[src/sitd_pkg.sv]
// Types and constants for the signed integer to decimal text unit.
`timescale 1ns / 1ps

package sitd_pkg;

  localparam int MAX_WIDTH  = 32;
  localparam int VALUE_W    = 64;
  localparam int NUM_DIGITS = 20;
  localparam int WIDTH_W    = $clog2(MAX_WIDTH + 1);
  localparam int DCNT_W     = $clog2(NUM_DIGITS + 1);
  localparam int BCNT_W     = $clog2(VALUE_W);

  localparam logic [7:0] ASCII_ZERO  = 8'd48;
  localparam logic [7:0] ASCII_MINUS = 8'd45;

  typedef struct packed {
    logic signed [63:0] value;
    logic [5:0]         pad_width;
    logic [7:0]         fill_char;
  } in_t;

  typedef struct packed {
    logic [7:0] char_code;
    logic       last;
  } out_t;

  // Control shared by every digit cell in the chain.
  typedef struct packed {
    logic clear;   // zero the digit
    logic dabble;  // add-3 correction, then shift one bit in
    logic move;    // take the neighbor's digit
  } cell_ctrl_t;

endpackage

[src/sitd_bcd_cell.sv]
// One BCD digit cell of the shift-and-add-3 chain.
`timescale 1ns / 1ps

module sitd_bcd_cell (
  input  logic                clk,
  input  sitd_pkg::cell_ctrl_t ctrl,
  input  logic                bit_in,
  input  logic [3:0]          digit_in,
  output logic [3:0]          digit,
  output logic                carry
);

  logic [3:0] adj;

  assign adj   = (digit >= 4'd5) ? (digit + 4'd3) : digit;
  assign carry = adj[3];

  always_ff @(posedge clk) begin
    if (ctrl.clear) begin
      digit <= 4'd0;
    end else if (ctrl.dabble) begin
      digit <= {adj[2:0], bit_in};
    end else if (ctrl.move) begin
      digit <= digit_in;
    end
  end

endmodule

[src/sitd_bcd_chain.sv]
// Row of BCD digit cells; bits enter at the low digit, digits leave at the top.
`timescale 1ns / 1ps

module sitd_bcd_chain (
  input  logic                clk,
  input  sitd_pkg::cell_ctrl_t ctrl,
  input  logic                bit_in,
  output logic [3:0]          top_digit
);

  logic [3:0] digits [sitd_pkg::NUM_DIGITS];
  logic       carry  [sitd_pkg::NUM_DIGITS];

  assign carry[0] = bit_in;

  for (genvar i = 0; i < sitd_pkg::NUM_DIGITS; i++) begin : g_cell
    logic [3:0] din;
    if (i == 0) begin : g_first
      assign din = 4'd0;
    end else begin : g_rest
      assign din = digits[i-1];
    end
    if (i < sitd_pkg::NUM_DIGITS - 1) begin : g_mid
      sitd_bcd_cell u_cell (
        .clk      (clk),
        .ctrl     (ctrl),
        .bit_in   (carry[i]),
        .digit_in (din),
        .digit    (digits[i]),
        .carry    (carry[i+1])
      );
    end else begin : g_top
      // a 64-bit magnitude never carries out of the top digit
      sitd_bcd_cell u_cell (
        .clk      (clk),
        .ctrl     (ctrl),
        .bit_in   (carry[i]),
        .digit_in (din),
        .digit    (digits[i]),
        .carry    ()
      );
    end
  end

  assign top_digit = digits[sitd_pkg::NUM_DIGITS-1];

endmodule

[src/signed_int_to_decimal_ascii_unit.sv]
// Top level: signed 64-bit integer to left-padded decimal ASCII text.
`timescale 1ns / 1ps

// Usage
//   Input: drive item and raise start; the transfer happens at a rising
//   edge with start high and busy low. busy stays high until the last
//   character of the conversion has been issued.
//   Output: one character per cycle on result, marked by strobe for one
//   cycle each; result.last flags the final character. The receiver
//   cannot stall, so characters of one conversion come out back to back.
//   Steps: the magnitude is shifted bit by bit through a row of 20 BCD
//   cells (double dabble), then leading zero digits are dropped so the
//   top digit is aligned, then N = max(text length, width) characters
//   are issued: fill characters, then the sign, then the digits.
//   The next item may be taken in the cycle the last character shows.
//   Reset: synchronous rst returns to idle and drops strobe; the digit
//   cells are cleared at the start of every conversion.
module signed_int_to_decimal_ascii_unit (
  input  logic           clk,
  input  logic           rst,
  input  logic           start,
  input  sitd_pkg::in_t  item,
  output logic           busy,
  output logic           strobe,
  output sitd_pkg::out_t result
);

  typedef enum logic [1:0] {IDLE, CONV, NORM, EMIT} state_t;

  state_t                           state;
  logic [sitd_pkg::VALUE_W-1:0]     mag;
  logic [sitd_pkg::BCNT_W-1:0]      bcnt;
  logic [sitd_pkg::DCNT_W-1:0]      ndig;
  logic                             neg;
  logic                             sign_pend;
  logic [7:0]                       fill;
  logic [sitd_pkg::WIDTH_W-1:0]     width;
  logic [sitd_pkg::WIDTH_W-1:0]     pad_left;
  logic [sitd_pkg::WIDTH_W-1:0]     rem;

  sitd_pkg::cell_ctrl_t             ctrl;
  logic [3:0]                       top_digit;
  logic                             accept;
  logic                             drop_zero;
  logic                             emit_digit;
  logic [sitd_pkg::WIDTH_W-1:0]     tlen;
  logic [sitd_pkg::WIDTH_W-1:0]     pad_calc;

  assign accept     = start && (state == IDLE);
  assign drop_zero  = (state == NORM) && (top_digit == 4'd0) &&
                      (ndig > sitd_pkg::DCNT_W'(1));
  assign emit_digit = (state == EMIT) && (pad_left == '0) && !sign_pend;

  assign ctrl.clear  = accept;
  assign ctrl.dabble = (state == CONV);
  assign ctrl.move   = drop_zero || emit_digit;

  // text length = digits + optional sign
  assign tlen     = sitd_pkg::WIDTH_W'(ndig) + sitd_pkg::WIDTH_W'(neg);
  assign pad_calc = (width > tlen) ? (width - tlen) : '0;

  assign busy = (state != IDLE);

  sitd_bcd_chain u_chain (
    .clk       (clk),
    .ctrl      (ctrl),
    .bit_in    (mag[sitd_pkg::VALUE_W-1]),
    .top_digit (top_digit)
  );

  always_ff @(posedge clk) begin
    if (rst) begin
      state  <= IDLE;
      strobe <= 1'b0;
    end else begin
      strobe <= 1'b0;
      case (state)
        IDLE: begin
          if (start) begin
            neg  <= item.value[63];
            mag  <= item.value[63] ? (64'd0 - item.value) : item.value;
            fill <= item.fill_char;
            // width saturates at MAX_WIDTH
            width <= (int'(item.pad_width) > sitd_pkg::MAX_WIDTH) ?
                     sitd_pkg::WIDTH_W'(sitd_pkg::MAX_WIDTH) :
                     sitd_pkg::WIDTH_W'(item.pad_width);
            bcnt  <= '0;
            state <= CONV;
          end
        end
        CONV: begin
          mag  <= mag << 1;
          bcnt <= bcnt + sitd_pkg::BCNT_W'(1);
          if (bcnt == sitd_pkg::BCNT_W'(sitd_pkg::VALUE_W - 1)) begin
            ndig  <= sitd_pkg::DCNT_W'(sitd_pkg::NUM_DIGITS);
            state <= NORM;
          end
        end
        NORM: begin
          if (drop_zero) begin
            ndig <= ndig - sitd_pkg::DCNT_W'(1);
          end else begin
            pad_left  <= pad_calc;
            sign_pend <= neg;
            rem       <= pad_calc + tlen;
            state     <= EMIT;
          end
        end
        EMIT: begin
          strobe      <= 1'b1;
          result.last <= (rem == sitd_pkg::WIDTH_W'(1));
          rem         <= rem - sitd_pkg::WIDTH_W'(1);
          if (pad_left != '0) begin
            result.char_code <= fill;
            pad_left         <= pad_left - sitd_pkg::WIDTH_W'(1);
          end else if (sign_pend) begin
            result.char_code <= sitd_pkg::ASCII_MINUS;
            sign_pend        <= 1'b0;
          end else begin
            result.char_code <= sitd_pkg::ASCII_ZERO + {4'd0, top_digit};
          end
          if (rem == sitd_pkg::WIDTH_W'(1)) begin
            state <= IDLE;
          end
        end
        default: begin
          state <= IDLE;
        end
      endcase
    end
  end

endmodule

[config.mk]
export PLATFORM = sky130hd
export DESIGN_NAME = signed_int_to_decimal_ascii_unit
export DESIGN_NICKNAME = d
export VERILOG_FILES = /design/src/sitd_pkg.sv /design/src/sitd_bcd_cell.sv /design/src/sitd_bcd_chain.sv /design/src/signed_int_to_decimal_ascii_unit.sv
export SDC_FILE = /design/constraint.sdc
export NUM_CORES = 1
export LEC_CHECK = 0
export BUFFER_PORTS_ARGS = -buffer_cell sky130_fd_sc_hd__buf_2
export CAP_MARGIN = 25
export CORE_MARGIN = 2
export CORE_UTILIZATION = 30
export CTS_BUF_LIST = sky130_fd_sc_hd__clkbuf_4 sky130_fd_sc_hd__clkbuf_8
export DETAILED_ROUTE_END_ITERATION = 10
export PLACE_DENSITY = 0.44
export SLEW_MARGIN = 20
export SYNTH_ARGS = -nofsm -noshare
export SYNTH_HDL_FRONTEND = slang
export SYNTH_SLANG_ARGS = --single-unit
[constraint.sdc]
create_clock -name clk -period 7.2 [get_ports clk]
set_input_delay 1.44 -clock clk [delete_from_list [all_inputs] [get_ports clk]]
set_output_delay 1.44 -clock clk [all_outputs]
set_load 0.05 [all_outputs]
==> results by group, run 1 <==
Outcome
  • Status: finished clean

Setup path
  • CP peak stage delay: 0.49 ns
  • Crit. End Element: register
  • WS Path Type: reg2reg
  • CP Data Arrival Time: about 5.2 ns
  • Worst path most repeated cell: ha_1
  • Worst R2R Setup Slack: 2.28 ns
  • Critical-path top delay cell: edfxtp_1
  • Crit start category: register
  • Critical Path, Cell by Cell: ha_1, nand3_1, xnor2_1, inv_1, ha_1, and3b_1, a311o_1, a22oi_1, o21bai_1, nand2_1, nor2_1, ha_1, or2_2, a21o_1, a311oi_1, nor4_1, a31oi_1, a31oi_1, xnor2_1, o21ai_0
  • Worst EP required: between 7 and 8 ns
  • Crit Path Max Fanout: 7

Finish
  • Seq. cell area: 0.005025 mm2
  • Fillers: between 4k and 5k
  • Nets: approximately 1.5k
  • Final Cell Area: around 0.014 mm2
  • Area growth from synthesis to layout: 11.21%
  • Multi-input gate area: around 0.0066 mm2
  • Layout cells sized above 1: 0.1195

Synthesis
  • EDFF count, synth: roughly 110
  • Mapped Cells: between 1k and 1.5k
  • Prevailing post-synth register cell: edfxtp_1
  • Synth cell count leaders: o21ai_0, a211oi_1, nand2_1
  • Cell taking the most area after synthesis: edfxtp_1
  • Post-synthesis net count: around 1.5k
  • Cell Area, Synth: 0.01216 mm2
  • Asr flop ratio synth: 0
  • Yosys reg bits: roughly 200
  • Synth unique cells: 65
  • Most common cell in the netlist: o21ai_0
  • Sequential fraction of the synthesis area: 0.4133
  • Share of the synthesized area in the top cell type: 0.2766
  • Top post-synthesis cells by area: edfxtp_1, dfxtp_1, a211oi_1, ha_1, o21ai_0
  • Mapped Avg Cell Area: around 9 um2
  • Synth Warn #: 0

Clocking
  • CTS tree: done
  • CTS Hold Bufs: 0
  • Clk_lat worst skew: about 0.50 ns
  • H-tree levels: 4
  • Post_cts resized: 0
  • Post-CTS Setup Inserts: 0
  • Clock sink total: 195
  • Max clock buf depth: 2
  • Num CTS Buffers: 17
  • CTS clk-pin slew, worst paths: 0.10 ns
  • Clock Root Buffer: clkbuf_8

STA
  • Max Slew Vio Count: 0
  • RSZ-0062 raised after global routing: false
  • Worst Max-Slew Pin Slew: around 0.97 ns
  • Minimum clock period: 4.918 ns
  • Fin Setup TNS: 0 ns
  • Relative slew slack: 0.3503
  • Final Worst Setup Slack: 2.282 ns
  • Crit share post-route: 0.6831
  • Setup Skew: around 0.017 ns
  • Max Fclk: slightly above 200 MHz
  • Endpoints failing setup: 0
  • Fin. Hold Viols: 0

Place
  • DPL Wire Length: 19,410 um
  • Placed cell areas: 0.01311 mm2
  • Input/output buffers: 91
  • GPL Wtd Cong: approximately 0.79
  • Pre-CTS setup slack: about 2.3 ns

Floorplan
  • Core Box Area: about 0.040 mm2
  • Die area: roughly 0.042 mm2
  • Die X: roughly 210 um
  • Io pins: 92
  • Starting Density: 0.3046
  • FP Rows: 73
  • Chip height: 205.3 um

Min path
  • Hold crit path type: reg2reg

Detailed routing
  • Vias: ~10k
  • TritonRoute pass-1 iters: 6
  • Wirelength per Cell: around 15 um
  • Drt total wl: between 20,000 and 30,000 um
  • Vias per inst: 5.046
  • Detailed Route Iter0 Violations: 489
  • ANT nets after route: 0
  • DR DRC count: 0

Global routing
  • Vias in the first global route: between 9k and 10k
  • First-pass GRT wire length: 49,330 um
  • GRT Residual Overflow: 0
  • Total GRT Usage: 0.1442
  • Largest net degree at the start of global routing: 101
  • Initial antenna violation count: 0

Power and ir drop
  • Pwr dens: between 300 and 400 mW/mm2
  • Tot Pwr: 4.832 mW
  • Maximum vdd ir drop: 0.0002227 V
  • LEAKAGE: 4.634 nW

Run
  • Max_cap viols: 0
==> metal layers <==
metal	share of wire	vias up	GRT usage
met5	0	-	0
met4	0.0081	0	0.03494
met3	0.035	15	0.03326
met2	0.45	125	0.2338
met1	0.51	4622	0.1940
li1	-	5027	-
==> stage by stage <==
stage          hold WS (ns)    util  cells
3_5_place_dp         0.4838  0.3284   1906
2_1_floorplan        0.4749       -   1354
5_1_grt              0.5190  0.3387   1939
4_1_cts              0.5072  0.3386   1938
3_3_place_gp         0.4873  0.3280   1905
6_report             0.5083  0.3388   1940
==> critical path: cells and delay by family (launching register included) <==
kind,cells,cell delay (ns)
buf+inv,1,0.08
xor+xnor,2,0.39
simple gates,6,1.13
fa+ha+maj,3,0.80
compound gates,8,1.75
flops,1,0.49
==> where the power goes <==
group / leakage [nW] / internal (mW) / total, mW / switching (mW)
clock network: 0.202 / 0.350 / 0.772 / 0.422
registers: 1.72 / 1.60 / 1.87 / 0.269
logic: 2.71 / 0.820 / 2.19 / 1.37
total: 4.63 / 2.77 / 4.83 / 2.06
==> registers in the layout (all words and copies together), names as in the netlist, 5 cells and up <==
name,count
bcnt,6
fill,8
mag,64
ndig,5
pad_left,6
rem,6
result,9
u_chain.g_cell.g_mid.u_cell.digit,76
width,6
==> path summary, 6_finish.rpt <==
kind | startpoint | end | cells after the start
worst max-delay path | ndig[0] | rem[5] | 20
worst min-delay path | fill[5] | result[6] | 1
worst max register to register | ndig[0] | rem[5] | 20
worst min register to register | fill[5] | result[6] | 1
==> cell families (layout without fill, tap and decap cells) <==
logic type	after synthesis	in the layout	synth area share
other	0	1	0
AOI/OAI and AO/OA	438	438	0.2290
muxes	8	8	0.006997
DFF	195	195	0.4133
and+or+nand+nor	398	398	0.1591
buffers and inverters	141	201	0.04394
xor gates and xnor gates	109	109	0.07965
adders and majority gates	65	65	0.06812
==> final cells by class <==
class	count	area share
multi-input cells	1018	0.4908
well taps	525	0.04858
clock buffers	19	0.01841
inverters	67	0.01860
diodes	1	0.0001851
repair buffers	102	0.04016
clock inverters	13	0.01166
flip-flops and latches	195	0.3716
==> placed cells by master (no fill, tap or decap), drive strengths merged, types with 28 or more instances in the layout <==
master  instances
nand2b         37
inv            68
xnor2          41
ha             63
edfxtp        112
xor2           67
buf           101
o21ai         149
nor3           42
nor2           87
a21oi          75
a211oi        127
nand2         124
nor2b          28
dfxtp          83
No activity file was read; power rests on OpenSTA's default activity.
==> run 2: changes to the inputs <==
--- a/config.mk
+++ b/config.mk
@@ -11,7 +11,7 @@
 export CORE_UTILIZATION = 30
 export CTS_BUF_LIST = sky130_fd_sc_hd__clkbuf_4 sky130_fd_sc_hd__clkbuf_8
 export DETAILED_ROUTE_END_ITERATION = 10
-export PLACE_DENSITY = 0.44
+export PLACE_DENSITY = 0.45
 export SLEW_MARGIN = 20
 export SYNTH_ARGS = -nofsm -noshare
 export SYNTH_HDL_FRONTEND = slang
==> constraint.sdc (replaced) <==
create_clock -name clk -period 4.05 [get_ports clk]
set_input_delay 0.81 -clock clk [delete_from_list [all_inputs] [get_ports clk]]
set_output_delay 0.81 -clock clk [all_outputs]
set_load 0.05 [all_outputs]
==> run 2 against run 1 <==
Compared with the run above:
- the flow now finishes with violations (setup timing)
- combinational power up 85%
- cell count increased by 1.2%
- sequential share of layout area fell by 0.90 points
- worst setup slack got worse by 2.3 ns
- sequential power is 78% higher
==> results by group, run 2 (synthesis results as in run 1) <==
Outcome
  • Status: finished, violations left
  • Failing checks: setup timing

Detailed routing
  • ANT nets after route: 0 (unchanged)
  • Vias: 9,917 (+1.3%)
  • Detailed Route Iter0 Violations: 448 (-8.4%)
  • Wirelength per Cell: 14.86 um (-2.2%)
  • Vias per inst: 5.049 (about the same)
  • DR DRC count: 0 (unchanged)
  • TritonRoute pass-1 iters: 4 (-2)
  • Drt total wl: 29,190 um (-0.97%)

Finish
  • Max reg flops: 76 (unchanged)
  • Layout cells sized above 1: 0.1529 (+0.03336)
  • Biggest regs: u_chain.g_cell.g_mid.u_cell.digit: 76 flops, mag: 64 flops, result: 9 flops
  • Largest Register: u_chain.g_cell.g_mid.u_cell.digit
  • N_diodes: 0 (-1)
  • Most frequent cells in the layout: o21ai_0, a211oi_1, nand2_1, edfxtp_1, buf_2
  • Nets: 1,572 (+1.6%)
  • Most common cell after layout, fill and taps aside: o21ai_0
  • Area growth from synthesis to layout: 13.95%
  • Fin util: 0.3471 (+0.008369)

Global routing
  • First-pass GRT wire length: 49,540 um (+0.42%)
  • Initial antenna violation count: 0 (unchanged)
  • Largest net degree at the start of global routing: 207 (+100%)
  • Total GRT Usage: 0.1430 (-0.001204)
  • GRT Residual Overflow: 0 (unchanged)
  • Vias in the first global route: 9,713 (+0.78%)

Setup path
  • WS Path Type: reg2reg
  • Crit path launch: ndig[0]
  • R2r startpoint: ndig[0]
  • R2R cell count: 20 (unchanged)
  • CP Data Arrival Time: 4.28 ns (-0.87 ns)
  • Crit Path Max Fanout: 3 (-4)
  • Worst R2R Setup Slack: -0.007 ns (-2.29 ns)
  • Worst EP required: 4.27 ns (-3.16 ns)
  • Crit start category: register
  • CP endpoint: rem[3]
  • Crit. End Element: register
  • Reg2reg end: rem[3]

STA
  • Fin. Hold Viols: 0 (unchanged)
  • Relative slew slack: 0.3547 (+0.004375)
  • RSZ-0062 raised after global routing: true
  • Worst Max-Slew Pin Slew: 0.9680 ns (-0.006562 ns)
  • Fin Setup TNS: -0.009555 ns (-0.009555 ns)
  • Endpoints failing setup: 2 (+2)
  • Max Fclk: 246.5 MHz (+21%)
  • Final Worst Setup Slack: -0.007071 ns (-2.289 ns)
  • Max Slew Vio Count: 0 (unchanged)
  • Setup Skew: 0.01979 ns (+0.002844 ns)
  • Minimum clock period: 4.057 ns (-0.8614 ns)
  • Crit share post-route: 1.002 (+0.3186)

Clocking
  • Clock sink total: 195 (unchanged)
  • H-tree levels: 4 (unchanged)
  • Clock Root Buffer: clkbuf_8
  • Clk_lat worst skew: 0.48 ns (-0.02 ns)
  • CTS tree: done
  • Max clock buf depth: 2 (unchanged)
  • Num CTS Buffers: 17 (unchanged)
  • CTS clk-pin slew, worst paths: 0.10 ns (about the same)

Floorplan
  • Die X: 205.3 um (unchanged)
  • Core Box Area: 0.03991 mm2 (unchanged)
  • Io pins: 92 (unchanged)
  • Chip height: 205.3 um (unchanged)
  • Die area: 0.04216 mm2 (unchanged)
  • FP Rows: 73 (unchanged)
  • Starting Density: 0.3046 (unchanged)

Min path
  • Hold crit path type: in2reg

Place
  • GPL Wtd Cong: 0.8336 (+5.2%)
  • DPL Wire Length: 19,660 um (+1.3%)
  • Input/output buffers: 91 (unchanged)

Power and ir drop
  • LEAKAGE: 4.768 nW (+2.9%)
  • Pwr dens: 627.5 mW/mm2 (+76%)
  • Maximum vdd ir drop: 0.0003158 V (+42%)
  • Tot Pwr: 8.695 mW (+80%)

Run
  • Max_cap viols: 0 (unchanged)
## run 2: power by group
part	internal, mW	leakage, nW	switching [mW]
registers	2.85	1.72	0.479
logic	1.58	2.84	2.48
clock network	0.581	0.203	0.732
## run 2: area by class of cell
type,instances,area [um2]
multi-input cells,1018,6789
clock inverters,12,132.6
clock buffers,20,262.8
repair buffers,127,738.2
fillers,4130,26060
inverters,67,251.5
flip-flops and latches,195,5025
well taps,525,656.9
## run 2: worst max-delay path: stages (launching register included)
cell      delay, ns
edfxtp_1       0.45
ha_2           0.23
nand3_4        0.11
xnor2_4        0.21
inv_2          0.06
ha_4           0.23
and3b_1        0.19
a311o_1        0.36
a22oi_2        0.21
o21bai_2       0.09
nand2_2        0.09
nor2_4         0.05
ha_2           0.18
or2_4          0.22
a21o_1         0.16
a311oi_2       0.30
nor4_2         0.09
a31oi_1        0.19
buf_4          0.14
and3_4         0.17
o31ai_2        0.05
## run 2: metrics by stage
step                      instances  instance area (um2)  setup WS (ns)  hold slack, ns
after floorplan                1354                12210       0.004439          0.4749
after global placement         1927                13320         0.1119          0.4893
after detailed placement       1927                13320        0.04371          0.5029
after CTS                      1959                13710        0.01294          0.4537
after global routing           1964                13860        -0.2487          0.4528
final                          1964                13860      -0.007071          0.5038
## run 2: what timing repair did
item | CTS | global route
setup endpoints to repair | 0 | 3
hold buffers | 0 | 0
buffers inserted | 0 | 5
gates resized for setup | 0 | 24
## run 2: worst min-delay path by stage
| stage | start | endpoint | slack (ns) | cells after the start |
|---|---|---|---|---|
| 2_1_floorplan | u_chain.g_cell[0].g_mid.u_cell.digit[0] | u_chain.g_cell[0].g_mid.u_cell.digit[0] | 0.47 | 2 |
| 3_3_place_gp | mag[63] | u_chain.g_cell[0].g_mid.u_cell.digit[0] | 0.49 | 2 |
| 3_5_place_dp | u_chain.g_cell[0].g_mid.u_cell.digit[0] | u_chain.g_cell[0].g_mid.u_cell.digit[0] | 0.50 | 2 |
| 4_1_cts | item[5] | fill[5] | 0.45 | 1 |
| 5_1_grt | item[5] | fill[5] | 0.45 | 1 |
| 6_report | item[5] | fill[5] | 0.50 | 1 |
## run 2: routing by layer
layer,GRT usage,routed length (um)
met2,0.2268,13000
met3,0.02898,934
met5,0,0
met1,0.2002,15040
met4,0.03160,209
